===== src/rtl/svd_pkg.sv =====
// ----------------------------------------------------------------------------
// SVPWM duty unit package
// Item types, fixed-point widths and status codes shared by the unit.
// ----------------------------------------------------------------------------
package svd_pkg;

  localparam int LANES = 3;   // phases A, B, C
  localparam int Q_W   = 15;  // quotient bits, enough for 0..16384 plus overflow
  localparam int DEN_W = 18;  // divisor 4 * bus
  localparam int NUM_W = 35;  // rounded numerator |m| + 2 * bus
  localparam int V_W   = 34;  // phase voltages in Q8.8 times 2^16
  localparam int M_W   = 36;  // offset numerator 2 * v - (max + min)

  // sqrt(3)/2 as unsigned Q0.16, rounded to nearest.
  localparam logic [15:0] K_Q16     = 16'd56756;
  localparam logic [15:0] DUTY_HALF = 16'd16384;
  localparam logic [15:0] DUTY_FULL = 16'd32768;

  localparam logic [1:0] ST_OK      = 2'd0;
  localparam logic [1:0] ST_CLAMP   = 2'd1;
  localparam logic [1:0] ST_BUS_BAD = 2'd2;

  typedef struct packed {
    logic signed [15:0] alpha_voltage;
    logic signed [15:0] beta_voltage;
    logic        [15:0] bus_voltage;
  } in_item_t;

  typedef struct packed {
    logic [15:0] duty_a;
    logic [15:0] duty_b;
    logic [15:0] duty_c;
    logic [1:0]  status;
  } out_item_t;

  // Front end to divider: rounded magnitudes, their signs and the divisor.
  typedef struct packed {
    logic [LANES-1:0]            neg;
    logic [LANES-1:0][NUM_W-1:0] num;
    logic [DEN_W-1:0]            den;
    logic                        bus_zero;
  } num_item_t;

  // Divider to output stage.
  typedef struct packed {
    logic [LANES-1:0]          neg;
    logic [LANES-1:0]          ovf;
    logic [LANES-1:0][Q_W-1:0] quo;
    logic                      bus_zero;
  } quo_item_t;

endpackage


===== src/rtl/svd_if.sv =====
// ----------------------------------------------------------------------------
// SVPWM duty unit channels
// Valid/ready channels for the voltage input and the duty output.
// ----------------------------------------------------------------------------
interface svd_in_if import svd_pkg::*; ();
  logic     valid;
  logic     ready;
  in_item_t payload;

  modport source (output valid, output payload, input ready);
  modport sink   (input valid, input payload, output ready);
endinterface

interface svd_out_if import svd_pkg::*; ();
  logic      valid;
  logic      ready;
  out_item_t payload;

  modport source (output valid, output payload, input ready);
  modport sink   (input valid, input payload, output ready);
endinterface


===== src/rtl/svd_phase.sv =====
// ----------------------------------------------------------------------------
// SVPWM phase front end
// Six stages: K*beta product, phase voltages, max/min, common-mode sum,
// offset numerator, and the rounded numerator and divisor for the divider.
// ----------------------------------------------------------------------------
module svd_phase import svd_pkg::*; (
  input  logic      clk,
  input  logic      rst,
  input  logic      in_valid,
  output logic      in_ready,
  input  in_item_t  in_item,
  output logic      out_valid,
  input  logic      out_ready,
  output num_item_t out_item
);

  localparam int STAGES = 6;

  logic [STAGES-1:0] vld;
  logic [STAGES-1:0] go;

  // Stage 1
  logic signed [15:0] alpha1;
  logic        [15:0] bus1;
  logic signed [32:0] kb1;
  // Stage 2
  logic        [15:0]    bus2;
  logic signed [V_W-1:0] v2 [LANES];
  // Stage 3
  logic        [15:0]    bus3;
  logic signed [V_W-1:0] v3 [LANES];
  logic signed [V_W-1:0] vmax3;
  logic signed [V_W-1:0] vmin3;
  // Stage 4
  logic        [15:0]    bus4;
  logic signed [V_W-1:0] v4 [LANES];
  logic signed [V_W:0]   sum4;
  // Stage 5
  logic        [15:0]    bus5;
  logic signed [M_W-1:0] m5 [LANES];

  logic signed [V_W-1:0] va_c;
  logic signed [V_W-1:0] ah_c;
  logic signed [V_W-1:0] kb_c;
  logic signed [V_W-1:0] mx_c;
  logic signed [V_W-1:0] mn_c;
  logic signed [M_W-1:0] two_bus_c;

  // A stage can take new data when it is empty or its successor moves.
  always_comb begin
    go[STAGES-1] = !vld[STAGES-1] || out_ready;
    for (int k = STAGES - 2; k >= 0; k--) begin
      go[k] = !vld[k] || go[k+1];
    end
  end

  assign in_ready  = go[0];
  assign out_valid = vld[STAGES-1];

  always_ff @(posedge clk) begin
    if (rst) begin
      vld <= '0;
    end else begin
      if (go[0]) begin
        vld[0] <= in_valid;
      end
      for (int k = 1; k < STAGES; k++) begin
        if (go[k]) begin
          vld[k] <= vld[k-1];
        end
      end
    end
  end

  always_ff @(posedge clk) begin
    if (go[0]) begin
      alpha1 <= in_item.alpha_voltage;
      bus1   <= in_item.bus_voltage;
      kb1    <= in_item.beta_voltage * $signed({1'b0, K_Q16});
    end
  end

  always_comb begin
    va_c = V_W'($signed({alpha1, 16'h0000}));
    ah_c = -V_W'($signed({alpha1, 15'h0000}));
    kb_c = V_W'(kb1);
  end

  always_ff @(posedge clk) begin
    if (go[1]) begin
      bus2  <= bus1;
      v2[0] <= va_c;
      v2[1] <= ah_c + kb_c;
      v2[2] <= ah_c - kb_c;
    end
  end

  always_comb begin
    mx_c = v2[0];
    mn_c = v2[0];
    for (int i = 1; i < LANES; i++) begin
      if (v2[i] > mx_c) begin
        mx_c = v2[i];
      end
      if (v2[i] < mn_c) begin
        mn_c = v2[i];
      end
    end
  end

  always_ff @(posedge clk) begin
    if (go[2]) begin
      bus3  <= bus2;
      v3    <= v2;
      vmax3 <= mx_c;
      vmin3 <= mn_c;
    end
  end

  always_ff @(posedge clk) begin
    if (go[3]) begin
      bus4 <= bus3;
      v4   <= v3;
      sum4 <= (V_W + 1)'(vmax3) + (V_W + 1)'(vmin3);
    end
  end

  always_ff @(posedge clk) begin
    if (go[4]) begin
      bus5 <= bus4;
      for (int i = 0; i < LANES; i++) begin
        m5[i] <= M_W'($signed({v4[i], 1'b0})) - M_W'(sum4);
      end
    end
  end

  // Rounding to nearest with ties away from zero: |m| + 2*bus over 4*bus.
  assign two_bus_c = $signed(M_W'({bus5, 1'b0}));

  always_ff @(posedge clk) begin
    if (go[5]) begin
      for (int i = 0; i < LANES; i++) begin
        out_item.neg[i] <= m5[i][M_W-1];
        if (m5[i][M_W-1]) begin
          out_item.num[i] <= NUM_W'(two_bus_c - m5[i]);
        end else begin
          out_item.num[i] <= NUM_W'(m5[i] + two_bus_c);
        end
      end
      out_item.den      <= {bus5, 2'b00};
      out_item.bus_zero <= (bus5 == '0);
    end
  end

endmodule


===== src/rtl/svd_div.sv =====
// ----------------------------------------------------------------------------
// SVPWM restoring divider
// Three lanes share one valid chain: an overflow check stage, then one
// quotient bit per stage. Quotients at or above 2^Q_W are flagged instead.
// ----------------------------------------------------------------------------
module svd_div import svd_pkg::*; (
  input  logic      clk,
  input  logic      rst,
  input  logic      in_valid,
  output logic      in_ready,
  input  num_item_t in_item,
  output logic      out_valid,
  input  logic      out_ready,
  output quo_item_t out_item
);

  localparam int NST = Q_W + 1;

  typedef struct packed {
    logic [DEN_W-1:0] rem;
    logic [Q_W-1:0]   lo;
    logic [Q_W-1:0]   quo;
    logic             neg;
    logic             ovf;
  } lane_t;

  typedef struct packed {
    lane_t [LANES-1:0] lane;
    logic [DEN_W-1:0]  den;
    logic              bus_zero;
  } stg_t;

  stg_t           stg [NST];
  logic [NST-1:0] vld;
  logic [NST-1:0] go;

  // One restoring step: bring down the next numerator bit, subtract if it fits.
  function automatic lane_t div_step(input lane_t l, input logic [DEN_W-1:0] den);
    lane_t          r;
    logic [DEN_W:0] t;
    logic           ge;
    r     = l;
    t     = {l.rem, l.lo[Q_W-1]};
    ge    = (t >= {1'b0, den});
    r.rem = ge ? DEN_W'(t - {1'b0, den}) : t[DEN_W-1:0];
    r.lo  = {l.lo[Q_W-2:0], 1'b0};
    r.quo = {l.quo[Q_W-2:0], ge};
    return r;
  endfunction

  always_comb begin
    go[NST-1] = !vld[NST-1] || out_ready;
    for (int k = NST - 2; k >= 0; k--) begin
      go[k] = !vld[k] || go[k+1];
    end
  end

  assign in_ready  = go[0];
  assign out_valid = vld[NST-1];

  always_ff @(posedge clk) begin
    if (rst) begin
      vld <= '0;
    end else begin
      if (go[0]) begin
        vld[0] <= in_valid;
      end
      for (int k = 1; k < NST; k++) begin
        if (go[k]) begin
          vld[k] <= vld[k-1];
        end
      end
    end
  end

  always_ff @(posedge clk) begin
    if (go[0]) begin
      for (int i = 0; i < LANES; i++) begin
        stg[0].lane[i].ovf <= in_item.num[i] >= NUM_W'({in_item.den, {Q_W{1'b0}}});
        stg[0].lane[i].rem <= in_item.num[i][Q_W +: DEN_W];
        stg[0].lane[i].lo  <= in_item.num[i][Q_W-1:0];
        stg[0].lane[i].quo <= '0;
        stg[0].lane[i].neg <= in_item.neg[i];
      end
      stg[0].den      <= in_item.den;
      stg[0].bus_zero <= in_item.bus_zero;
    end
    for (int k = 1; k < NST; k++) begin
      if (go[k]) begin
        for (int i = 0; i < LANES; i++) begin
          stg[k].lane[i] <= div_step(stg[k-1].lane[i], stg[k-1].den);
        end
        stg[k].den      <= stg[k-1].den;
        stg[k].bus_zero <= stg[k-1].bus_zero;
      end
    end
  end

  always_comb begin
    for (int i = 0; i < LANES; i++) begin
      out_item.neg[i] = stg[NST-1].lane[i].neg;
      out_item.ovf[i] = stg[NST-1].lane[i].ovf;
      out_item.quo[i] = stg[NST-1].lane[i].quo;
    end
    out_item.bus_zero = stg[NST-1].bus_zero;
  end

endmodule


===== src/rtl/svd_duty.sv =====
// ----------------------------------------------------------------------------
// SVPWM duty output stage
// Adds the signed offset to one half, clamps to 0..1 and sets the status.
// Holds the result in the output register until it is taken.
// ----------------------------------------------------------------------------
module svd_duty import svd_pkg::*; (
  input  logic      clk,
  input  logic      rst,
  input  logic      in_valid,
  output logic      in_ready,
  input  quo_item_t in_item,
  output logic      out_valid,
  input  logic      out_ready,
  output out_item_t out_item
);

  logic [15:0]      duty_c [LANES];
  logic [LANES-1:0] clamp_c;
  out_item_t        item_c;

  assign in_ready = !out_valid || out_ready;

  always_comb begin
    for (int i = 0; i < LANES; i++) begin
      clamp_c[i] = in_item.ovf[i] || (in_item.quo[i] > Q_W'(DUTY_HALF));
      if (clamp_c[i]) begin
        duty_c[i] = in_item.neg[i] ? '0 : DUTY_FULL;
      end else if (in_item.neg[i]) begin
        duty_c[i] = DUTY_HALF - {1'b0, in_item.quo[i]};
      end else begin
        duty_c[i] = DUTY_HALF + {1'b0, in_item.quo[i]};
      end
    end
    if (in_item.bus_zero) begin
      item_c = '{duty_a: '0, duty_b: '0, duty_c: '0, status: ST_BUS_BAD};
    end else begin
      item_c.duty_a = duty_c[0];
      item_c.duty_b = duty_c[1];
      item_c.duty_c = duty_c[2];
      item_c.status = (|clamp_c) ? ST_CLAMP : ST_OK;
    end
  end

  always_ff @(posedge clk) begin
    if (rst) begin
      out_valid <= 1'b0;
    end else if (in_ready) begin
      out_valid <= in_valid;
    end
  end

  always_ff @(posedge clk) begin
    if (in_ready) begin
      out_item <= item_c;
    end
  end

endmodule


===== src/rtl/minmax_svpwm_duty_unit.sv =====
// ----------------------------------------------------------------------------
// Min-max SVPWM duty unit
// Turns an alpha/beta voltage and the bus voltage into three clamped phase
// duties with min-max zero-sequence injection.
// ----------------------------------------------------------------------------
// Channel  Direction  Fields
// volt     in         alpha_voltage, beta_voltage, bus_voltage
// duty     out        duty_a, duty_b, duty_c, status
//
// One item per cycle is accepted while duty does not stall. The pipeline has
// six front-end stages, the divider's overflow stage plus one stage per quotient
// bit, and the output register. The divider pipeline sets the depth.
// Reset clears the valid bits only; data registers are not reset.
// When duty stalls, items back up stage by stage and empty stages fill in,
// so volt keeps accepting until the whole pipeline is full.
// ----------------------------------------------------------------------------
module minmax_svpwm_duty_unit import svd_pkg::*; (
  input logic      clk,
  input logic      rst,
  svd_in_if.sink   volt,
  svd_out_if.source duty
);

  logic      num_valid;
  logic      num_ready;
  num_item_t num_item;
  logic      quo_valid;
  logic      quo_ready;
  quo_item_t quo_item;

  svd_phase u_phase (
    .clk      (clk),
    .rst      (rst),
    .in_valid (volt.valid),
    .in_ready (volt.ready),
    .in_item  (volt.payload),
    .out_valid(num_valid),
    .out_ready(num_ready),
    .out_item (num_item)
  );

  svd_div u_div (
    .clk      (clk),
    .rst      (rst),
    .in_valid (num_valid),
    .in_ready (num_ready),
    .in_item  (num_item),
    .out_valid(quo_valid),
    .out_ready(quo_ready),
    .out_item (quo_item)
  );

  svd_duty u_duty (
    .clk      (clk),
    .rst      (rst),
    .in_valid (quo_valid),
    .in_ready (quo_ready),
    .in_item  (quo_item),
    .out_valid(duty.valid),
    .out_ready(duty.ready),
    .out_item (duty.payload)
  );

endmodule


===== src/flat_wrapper.sv =====
// flat-port wrapper written by rule: the top's interface ports become plain ports
module minmax_svpwm_duty_unit_flat import svd_pkg::*;
  (clk, rst, volt_valid, volt_payload, volt_ready, duty_valid, duty_payload, duty_ready);
  svd_in_if volt_i ();
  svd_out_if duty_i ();
  input logic clk;
  input logic rst;
  input wire logic [$bits(volt_i.valid)-1:0] volt_valid;
  input wire logic [$bits(volt_i.payload)-1:0] volt_payload;
  output wire logic [$bits(volt_i.ready)-1:0] volt_ready;
  output wire logic [$bits(duty_i.valid)-1:0] duty_valid;
  output wire logic [$bits(duty_i.payload)-1:0] duty_payload;
  input wire logic [$bits(duty_i.ready)-1:0] duty_ready;
  assign volt_i.valid = volt_valid;
  assign volt_i.payload = volt_payload;
  assign volt_ready = volt_i.ready;
  assign duty_valid = duty_i.valid;
  assign duty_payload = duty_i.payload;
  assign duty_i.ready = duty_ready;
  minmax_svpwm_duty_unit u_core (.clk(clk), .rst(rst), .volt(volt_i), .duty(duty_i));
endmodule

===== config.mk =====
export PLATFORM = sky130hd
export DESIGN_NAME = minmax_svpwm_duty_unit_flat
export DESIGN_NICKNAME = d
export VERILOG_FILES = /design/src/rtl/svd_pkg.sv /design/src/rtl/svd_if.sv /design/src/rtl/svd_phase.sv /design/src/rtl/svd_div.sv /design/src/rtl/svd_duty.sv /design/src/rtl/minmax_svpwm_duty_unit.sv /design/src/flat_wrapper.sv
export SDC_FILE = /design/constraint.sdc
export NUM_CORES = 2
export LEC_CHECK = 0
export ABC_AREA = 1
export ABC_CLOCK_PERIOD_IN_PS = 22000
export BUFFER_PORTS_ARGS = -buffer_cell sky130_fd_sc_hd__buf_4
export CAP_MARGIN = 20
export CORE_UTILIZATION = 55
export CTS_CLUSTER_DIAMETER = 80
export DETAILED_ROUTE_END_ITERATION = 16
export GPL_TIMING_DRIVEN = 0
export PLACE_DENSITY = 0.82
export SLEW_MARGIN = 20
export SYNTH_ARGS = -nofsm -noshare
export SYNTH_HDL_FRONTEND = slang
export SYNTH_SLANG_ARGS = --single-unit

===== constraint.sdc =====
create_clock -name clk -period 22 [get_ports clk]
set_clock_uncertainty 0.15 [all_clocks]
set_input_delay 2.2 -clock clk [delete_from_list [all_inputs] [get_ports clk]]
set_output_delay 2.2 -clock clk [all_outputs]
set_load 0.05 [all_outputs]

==> flow_summary.json <==
{
  "wirelength_um": 360000,
  "yosys.area.top_type": "edfxtp_1",
  "synth_area_leaders": "edfxtp_1, ha_1, nand2_1, inv_1, a21oi_1",
  "syn-num-nets": 14400,
  "fin_nets": 14800,
  "area_growth_pct": 10.9,
  "synth_cell_types": 69,
  "syn_area_per_cell_um2": 10.7,
  "peakVddDrop_mv": 0.192,
  "setup_violations": 0,
  "status": "finished clean",
  "cts_resized": 0,
  "drc": 0,
  "critPathArrivalTime_ns": 7.72,
  "gr-total-overflow": 0,
  "final_core_util_pct": 61.6,
  "max_cap_viol_count": 0,
  "leakage_uw": 0.0656,
  "finalWorstSetupSlack_ns": 11.93,
  "num_rows": 183,
  "hpwl_um": 278000,
  "worstPathMaxFanout": 35,
  "crit_type": "input port to output port",
  "synth_enable_flop_cells": 2489,
  "layout-drive-gt1-share_pct": 5.00,
  "ys.flop_type": "edfxtp_1",
  "ant_nets": 0,
  "track_usage_pct": 27.9,
  "setup-tns-final_ns": 0,
  "antenna_found_initial": 18,
  "critPathRequiredTime_ns": 19.65,
  "grt_max_degree": 87,
  "cts_inserted_buffers": 280,
  "max_freq_mhz": 99.3,
  "worst_setup_path_start_kind": "input port",
  "syn-instance-count": 13000,
  "wire_per_inst_um": 21.2,
  "hold_buffers": 0,
  "dr.pass1.iters": 7,
  "grt_pass1_vias": 94300,
  "fin_crit_sh_pct": 45.8,
  "clock_latency_ns": 0.95,
  "rsz0062_at_grt": "false",
  "start_util_pct": 55.5,
  "vias_per_cell": 5.79,
  "synth_seq_cells": 2512,
  "fin_crit_ns": 10.07,
  "drtIter0Drc": 10700,
  "maxSlewViolCount": 0,
  "final_common_cell": "edfxtp_1",
  "vias": 98300,
  "hold_viol": 0,
  "ys_seq_area_share_pct": 54.3,
  "maxSlewHeadroom_pct": 24.7,
  "mostFrequentLayoutCells": "edfxtp_1, nand2_1, inv_1",
  "yosysTopAreaCellShare_pct": 53.9,
  "gp_congestion": 0.979,
  "die_y_um": 504,
  "cts_root_buffer": "clkbuf_16",
  "port_buffers": 103,
  "coreArea_um2": 250000,
  "cts_setup_buffers": 0,
  "ctsHtreeMaxLevel": 5,
  "cts_max_path_buffers": 4,
  "hold_path.class": "flop to flop",
  "dieWidth_um": 504,
  "pre_cts_ws_ns": 11.88,
  "cts_tree": "done",
  "yosys_warnings": 0,
  "dieArea_um2": 254000,
  "p_per_area_nw_per_um2": 177,
  "design.portCount": 104,
  "crit_path_end_kind": "output port",
  "synth-async-reset-ratio_pct": 0,
  "grt_pass1_wl_um": 543000,
  "clk_pin_slew_ns": 0.06,
  "tightest_slew_ns": 1.12,
  "syn_area_um2": 139000,
  "fillCellCount": 19500,
  "cts_sinks": 2512
}
==> power breakdown <==
group	switching [µW]	internal (µW)	total, µW
clock	1900	2720	4620
sequential	1520	8470	10000
combinational	8070	4570	12600
==> routing by layer <==
layer / share of wire [%] / global-route usage, % / wire (µm) / vias up
li1: - / - / - / 46400
met1: 41 / 37.2 / 147000 / 46800
met2: 47 / 45.4 / 168000 / 4170
met3: 7.8 / 3.97 / 28000 / 881
met4: 4.7 / 12.1 / 17000 / 12
met5: 0.020 / 0 / 72 / -
==> state kept, by name, summed over array words and instances (netlist names), 32 cells and up <==
name / flops
u_core.u_phase.m5: 99
u_core.u_phase.out_item: 117
u_core.u_phase.vmax3: 32
u_core.u_div.stg: 1762
u_core.u_phase.v2: 79
u_core.u_duty.out_item: 50
u_core.u_phase.vmin3: 32
u_core.u_phase.v4: 79
u_core.u_phase.sum4: 33
u_core.u_phase.v3: 79
==> path summary, 6_finish.rpt <==
check                                                   startpoint                                  to  slack [ns]  cells past startpoint
worst min-delay path            u_core.u_div.stg[0][120]$_DFFE_PP_  u_core.u_div.stg[0][289]$_DFFE_PP_        0.22                      0
worst min register to register  u_core.u_div.stg[0][120]$_DFFE_PP_  u_core.u_div.stg[0][289]$_DFFE_PP_        0.22                      0
worst max-delay path                                    duty_ready                          volt_ready       11.93                     16
worst max register to register     u_core.u_phase.v2[85]$_DFFE_PP_  u_core.u_phase.vmin3[21]$_DFFE_PP_       15.18                     29
==> cells by family (layout without fill, tap and decap cells) <==
| family | Yosys count | after routing | share of synthesized area, % |
|---|---|---|---|
| compound gates | 2582 | 2582 | 10.2 |
| other cells | 0 | 4 | 0 |
| flops | 2512 | 2512 | 54.3 |
| simple gates | 3773 | 3773 | 11.4 |
| buf+inv | 1852 | 2482 | 5.06 |
| mux | 5 | 5 | 0.0361 |
| fa+ha+maj | 1357 | 1357 | 13.2 |
| xor+xnor | 918 | 918 | 5.80 |
==> critical path, cell delays in order <==
cell     delay, ns
buf_4         0.11
inv_1         0.16
nand4_4       0.25
nor2_4        0.35
nand4_4       0.46
buf_12        0.36
buf_12        0.20
nor2_4        0.26
nand4_4       0.38
nor2_4        0.42
nand4_4       0.32
nor2_4        0.37
nand4_4       0.42
nor2_8        0.36
nand4_4       0.54
buf_4         0.43
==> cell type report <==
| type | instances | area [µm²] | share of cell area (%) |
|---|---|---|---|
| clock buffers | 328 | 7370 | 4.80 |
| diodes | 4 | 10.0 | 0.00652 |
| clock inverters | 157 | 1620 | 1.05 |
| inverters | 1635 | 6160 | 4.01 |
| flip-flops and latches | 2512 | 75200 | 48.9 |
| repair buffers | 145 | 1760 | 1.15 |
| well taps | 3330 | 4170 | 2.71 |
| plain buffers | 217 | 880 | 0.573 |
| multi-input cells | 8635 | 56500 | 36.7 |
==> cells in the mapped netlist (165+ instances only) <==
| library cell | count |
|---|---|
| xor2_1 | 509 |
| o21ai_0 | 1030 |
| fa_1 | 168 |
| nand2_1 | 2230 |
| xnor2_1 | 409 |
| clkbuf_1 | 166 |
| edfxtp_1 | 2489 |
| a21oi_1 | 1129 |
| nor3_1 | 165 |
| inv_1 | 1632 |
| nor2_1 | 724 |
| nand3_1 | 340 |
| ha_1 | 1189 |
==> metrics by stage <==
step	total power, µW	instance area [µm²]	cells	hold slack (ns)
global placement	22100	143000	16400	0.250
floorplan	18400	139000	13000	0.250
finish	27300	154000	17000	0.223
CTS	27100	154000	17000	0.223
detailed placement	22400	145000	16500	0.255
global route	29100	154000	17000	0.235
Power figures use the tool's default switching activity.
